$ cat src/rtl/npsd_pkg.sv
// ============================================================================
// npsd_pkg: shared definitions for the nearest point search
// Field widths, stream packing sizes, opcodes and the square root interface.
// ============================================================================
package npsd_pkg;

    localparam int COORD_W     = 34;  // signed millimetre coordinate
    localparam int LABEL_W     = 32;  // four-character label
    localparam int SLOT_W      = 6;   // slot field of a load
    localparam int COUNT_W     = 7;   // point count register
    localparam int FOUND_IDX_W = 6;   // index field of a result
    localparam int DIST_W      = 35;  // saturated root
    localparam int DIFF_W      = COORD_W + 1;       // absolute coordinate difference
    localparam int HALF_W      = 18;                // multiplier narrow operand
    localparam int PROD_W      = DIFF_W + HALF_W;   // one partial product
    localparam int SQ_W        = 72;                // sum of three squares
    localparam int ROOT_W      = 38;                // full root before saturation
    localparam int REM_W       = ROOT_W + 3;        // square root remainder
    localparam int ROOT_CNT_W  = 6;                 // root iteration counter

    localparam int DEFAULT_TABLE_DEPTH = 64;

    localparam int S_TDATA_W = 144;
    localparam int M_TDATA_W = 176;

    localparam logic [DIST_W-1:0] DIST_MAX = '1;

    localparam logic OP_LOAD  = 1'b0;
    localparam logic OP_QUERY = 1'b1;

    typedef struct packed {
        logic [LABEL_W-1:0] label;
        logic [COORD_W-1:0] z;
        logic [COORD_W-1:0] y;
        logic [COORD_W-1:0] x;
    } point_t;

    typedef struct packed {
        logic            start;
        logic [SQ_W-1:0] value;
    } sqrt_req_t;

    typedef struct packed {
        logic              busy;
        logic              done;
        logic [DIST_W-1:0] root;
    } sqrt_rsp_t;

endpackage

$ cat src/rtl/npsd_isqrt.sv
// ============================================================================
// npsd_isqrt: iterative integer square root
// Restoring digit recurrence, one root bit per cycle, saturated result.
// ============================================================================
module npsd_isqrt (
    input  logic                aclk,
    input  logic                aresetn,
    input  npsd_pkg::sqrt_req_t req,
    output npsd_pkg::sqrt_rsp_t rsp
);

    logic                                busy_reg;
    logic                                done_reg;
    logic [npsd_pkg::ROOT_CNT_W-1:0]     cnt_reg;
    logic [2*npsd_pkg::ROOT_W-1:0]       rad_reg;
    logic [npsd_pkg::REM_W-1:0]          rem_reg;
    logic [npsd_pkg::ROOT_W-1:0]         root_reg;

    logic [npsd_pkg::REM_W-1:0]          rem_sh;
    logic [npsd_pkg::REM_W-1:0]          trial;
    logic                                fits;

    // Bring down the next two radicand bits and try the next root bit.
    always_comb begin
        rem_sh = {rem_reg[npsd_pkg::REM_W-3:0], rad_reg[2*npsd_pkg::ROOT_W-1 -: 2]};
        trial  = {1'b0, root_reg, 2'b01};
        fits   = (rem_sh >= trial);
    end

    always_ff @(posedge aclk) begin
        if (!aresetn) begin
            busy_reg <= 1'b0;
            done_reg <= 1'b0;
            cnt_reg  <= '0;
        end else begin
            done_reg <= 1'b0;
            if (req.start && !busy_reg) begin
                busy_reg <= 1'b1;
                cnt_reg  <= npsd_pkg::ROOT_CNT_W'(npsd_pkg::ROOT_W - 1);
            end else if (busy_reg) begin
                if (cnt_reg == '0) begin
                    busy_reg <= 1'b0;
                    done_reg <= 1'b1;
                end else begin
                    cnt_reg <= cnt_reg - 1'b1;
                end
            end
        end
    end

    always_ff @(posedge aclk) begin
        if (req.start && !busy_reg) begin
            rad_reg  <= (2*npsd_pkg::ROOT_W)'(req.value);
            rem_reg  <= '0;
            root_reg <= '0;
        end else if (busy_reg) begin
            rad_reg  <= rad_reg << 2;
            rem_reg  <= fits ? (rem_sh - trial) : rem_sh;
            root_reg <= {root_reg[npsd_pkg::ROOT_W-2:0], fits};
        end
    end

    always_comb begin
        rsp.busy = busy_reg;
        rsp.done = done_reg;
        rsp.root = (root_reg > npsd_pkg::ROOT_W'(npsd_pkg::DIST_MAX)) ?
                   npsd_pkg::DIST_MAX : root_reg[npsd_pkg::DIST_W-1:0];
    end

endmodule

$ cat config.mk
export PLATFORM = sky130hd
export DESIGN_NAME = npsd_isqrt
export DESIGN_NICKNAME = d
export VERILOG_FILES = /design/src/rtl/npsd_pkg.sv /design/src/rtl/npsd_isqrt.sv
export SDC_FILE = /design/constraint.sdc
export NUM_CORES = 1
export LEC_CHECK = 0
export BUFFER_PORTS_ARGS = -buffer_cell sky130_fd_sc_hd__buf_2
export CAP_MARGIN = 20
export CORE_MARGIN = 2
export CORE_UTILIZATION = 30
export DETAILED_ROUTE_END_ITERATION = 6
export REMOVE_ABC_BUFFERS = 1
export SYNTH_ARGS = -nofsm -noshare
export SYNTH_HDL_FRONTEND = slang
export SYNTH_SLANG_ARGS = --single-unit
$ cat constraint.sdc
create_clock -name aclk -period 2.5 [get_ports aclk]
set_input_delay 0.375 -clock aclk [delete_from_list [all_inputs] [get_ports aclk]]
set_output_delay 0.375 -clock aclk [all_outputs]
set_load 0.05 [all_outputs]
# == Word level (Yosys, flattened, before mapping) ==
# Index checks and enable logic that the tools add are counted.
# word_totals
out_inout_bits,37
input_bits,75
reg_bits,161
# classes
reduce_logical,8
n_eq_ne,1
bitwise_logic,3
order_cmp,2
add_sub_neg,2
muxes,11
# op_table
cell,n
$mux 72,2
$ge 41x40->1,1
$mux 39,1
$sub 39x39->39,1
$gt 38x35->1 const B,1
$mux 35,1
$mux 6,3
$logic_not 6->1,1
$sub 6x1->6 const B,1
$mux 1,4
$reduce_and 2->1,2
$not 1->1,3
$reduce_or 3->1,1
$ne 2x1->1 const B,1
$reduce_bool 2->1,1
$reduce_or 2->1,1
$logic_and 1x1->1,1
$logic_not 1->1,1

# == Depth between registers and ports, before layout ==
# depth
depth_word,4
depth_mapped,13

# == Worst setup path before layout ==
# Ideal clock, no wire load.
# synth_timing
path_type,reg2reg
from,register root_reg[28] in the netlist's numbering
to,register rem_reg[23] in the netlist's numbering
path_stages_with_launch,13
path_slack_ns,-0.153
arrival_time_ns,2.579
setup_time_ns,0.074
cell_sequence,dfxtp_1 -> inv_1 -> ha_1 -> buf_2 -> and4_4 -> and3_4 -> nand3_4 -> or3_4 -> o221ai_4 -> o21bai_4 -> and2_4 -> or3_1 -> a31oi_1
# synth_between
elab_chain_len,2
# synth_lines
item,line,rtl
from (decl),npsd_isqrt.sv:17,logic [npsd_pkg::ROOT_W-1:0] root_reg;
from (signal assigned),npsd_isqrt.sv:59,"root_reg <= {root_reg[npsd_pkg::ROOT_W-2:0], fits};"
$ge 41x40->1,npsd_isqrt.sv:27,fits = (rem_sh >= trial);
$mux 39,npsd_isqrt.sv:58,rem_reg <= fits ? (rem_sh - trial) : rem_sh;
to (signal assigned),npsd_isqrt.sv:58,
to (decl),npsd_isqrt.sv:16,logic [npsd_pkg::REM_W-1:0] rem_reg;
# Every way passes these cells.
# A chain may end at the register's enable or synchronous reset.

# == Worst setup path in the final report ==
# layout_timing
from,register root_reg[8] in the netlist's numbering
to,register rem_reg[23] in the netlist's numbering
# layout_between
elab_chain_len,2
# layout_lines
item,line
$sub 39x39->39 or $ge 41x40->1 (tied branches),"npsd_isqrt.sv:58, npsd_isqrt.sv:27"
$mux 39 (*),npsd_isqrt.sv:58
# Mark *: on every way between the ends. The rest lies on a longest branch, timed or not.

==> impl_results.md <==
- Max Cap Violations: 0
- Number of synthesized flops with an enable pin: 72
- Layout filler cell count: around 2800
- Syn avg cell area: 9.838 µm²
- Net Switching: 0.005593 W
- Post-DP HPWL: around 17 mm
- Switching share of power: 0.3863
- Power share of the clock group: 0.184
- Synth-to-layout area growth: 38.54%
- Worst Tran Pin Value: about 0.7 ns
- Maximum clock insertion buffer count: 2
- Async set-reset flop share out of synthesis: 0
- Setup WS pre-CTS: -0.4735 ns
- CP Launch Type: flop
- Die Wd: roughly 180 µm
- Initial core utilization: 0.3059
- Worst Path Max Fanout: 6
- Grt total ovfl: 0
- Routed wire length: approximately 24 mm
- GP Congestion: around 0.85
- Total power: 0.01448 W
- CP max stage delay: 0.43 ns
- Die height: 175.3 µm
- Arrival @ worst endpoint: 3.10 ns
- Drt drc: 0
- Nets@finish: approximately 1300
- CTS tree: yes
- IO Port Bufs: ~110
- Max reg flops: 76
- Hold slack: approximately 0.23 ns
- Most frequent cells in the layout: 166 x buf_4, 131 x nand2_1, 111 x buf_2, 83 x dfxtp_1, 72 x edfxtp_1
- Failing checks: setup timing
- Final hold vios: 0
- Status: complete, but fails checks
- Vias/cell: roughly 4.8
- # IOs: about 110
- Routed length per instance: roughly 15 µm
- Rows: just over 60
- Flop pwr share: 0.239
- Pwr per Cell Area: 1187 mW/mm²
- VDD IR-drop max: roughly 0.56 mV
- H-Tree Depth: 4
- # setup viols final: 39
- Worst-path clk slew: around 0.07 ns
- Worst skew pair latency: 0.44 ns
- Final slew viol count: 0
- Number of warnings issued by yosys: 0
- Core box area: 0.02878 mm²
- Placed Instances: between 1500 and 2000
- Initial drt markers: about 390
- Synthesis-stage register bit count: between 150 and 200
- Vias in the first global route: between 7000 and 8000
- Post-route setup slack: -0.2309 ns
- Leak: 5.271 nW
- Worst EP required: between 2 and 3 ns
- Critical path capture point type: flop
- Mapped Cells: ~900
- Hold crit path type: input port to flop
- Most common cell after layout, fill and taps aside: buf_4
- Clk_skew: 0.01086 ns
- Fmax: about 0.37 GHz
- Non-filler cells, final: ~1600
- Clock sink total: approximately 160
- Die area: just over 0.03 mm²
- Worst path bufs/invs: 2
- Top_reg_cell synth: dfxtp_1
- First-pass GRT wire length: between 30 and 40 mm
- Post-synthesis sequential area ratio: 0.4479
- Crit-path slowest cell: a2111oi_4
- Slew headroom: 0.5453
- Crit-path cells: inv_1, ha_4, nand2_2, nor4_2, nor3_2, buf_4, a2111oi_4, o21bai_4, and2_4, or3_1, a31oi_1
- Largest net degree at the start of global routing: 74
- Logic pwr share: 0.577
- Initial antenna violation count: 2
- Crit Path Class: flop to flop
- CTS root buffer: clkbuf_16
- GRT Total Usage: 0.1558
- Distinct cells, synth: 67
- Vias: 7500
- Top delay family on crit path: simple AND/OR/NAND/NOR gates
- Final core occ: 0.4238
- Share of layout cells above drive strength 1: 0.4085
- Crit share post-route: 1.092
- CTS Buf Count: 17
- Cell Int Power: 0.008885 W
- RSZ-0062 raised after global routing: yes
- Antenna Nets Post-Route: 0
- Minimum clock period: 2.731 ns
- DRT Pass-1 Iters: 5
- Mapped Area: just under 0.009 mm²
metrics by stage:
stage          cell area, µm²  setup TNS (ns)
4_1_cts                 11930          -5.006
3_3_place_gp            10980          -6.579
6_report                12200          -6.250
3_5_place_dp            10980          -10.94
5_1_grt                 12200          -13.21
2_1_floorplan            8612         -534.67
Yosys cell counts (16+ instances only):
cell      number  area [µm²]
nand2_1      138       518.0
dfxtp_1       89        1782
edfxtp_1      72        2162
mux2_2        70       788.3
inv_1         51       191.4
a21oi_1       47       235.2
ha_1          42       525.5
o31ai_1       41       307.8
o21ai_1       40       200.2
nor2_1        36       135.1
clkbuf_1      33       123.9
mux2i_1       21       210.2
o21ai_0       21       105.1
xnor2_1       20       175.2
a21o_1        16       120.1
power groups by stage:
stage | Clock (W) | Combinational (W) | Sequential (W)
finish | 0.00266 | 0.00835 | 0.00347
global route | 0.00284 | 0.00908 | 0.00350
CTS | 0.00272 | 0.00770 | 0.00345
detailed placement | 0 | 0.00716 | 0.00348
global placement | 0 | 0.00708 | 0.00347
floorplan | 0 | 0.00433 | 0.00348
layer usage:
metal / track usage / vias up / wire length [µm]
met5: 0 / - / 0
met4: 0.06146 / 0 / 588
met3: 0.02316 / 33 / 718
met2: 0.2628 / 127 / 11240
met1: 0.2006 / 3547 / 11020
li1: - / 3793 / -
cells by family (layout without fill, tap and decap cells):
family	after synthesis	count (layout)	share of synthesized area
buffers and inverters	94	374	0.04363
AO/OA/AOI/OAI	220	220	0.1663
adder cells (fa/ha/maj)	42	42	0.05968
flip-flops	161	161	0.4479
multiplexers	91	91	0.1134
AND/OR/NAND/NOR	252	252	0.1343
XOR/XNOR	35	35	0.03482
other	0	2	0
final cells by class:
type / instances / area (µm²) / area share
Sequential cell: 161 / 3954 / 0.3241
Multi-Input combinational cell: 640 / 4945 / 0.4054
Tap cell: 384 / 480.5 / 0.03939
Clock buffer: 17 / 425.4 / 0.03488
Timing Repair Buffer: 291 / 2031 / 0.1665
Clock inverter: 15 / 166.4 / 0.01364
Inverter: 51 / 191.4 / 0.01569
Antenna cell: 2 / 5.005 / 0.0004103
final timing paths:
| path | from | end | slack, ns | cells after the start |
|---|---|---|---|---|
| min reg2reg | root_reg[25] | root_reg[26] | 0.45 | 2 |
| max reg2reg | root_reg[8] | rem_reg[23] | -0.23 | 11 |
| min | req[28] | rad_reg[28] | 0.23 | 2 |
| max | root_reg[8] | rem_reg[23] | -0.23 | 11 |
repair_timing:
item,in CTS,in global routing
resized for setup,57,34
buffers inserted,8,5
hold buffers,0,0
setup endpoints to repair,40,40
cloned,0,2
pin swaps,29,17
No activity file was read; power rests on OpenSTA's default activity.
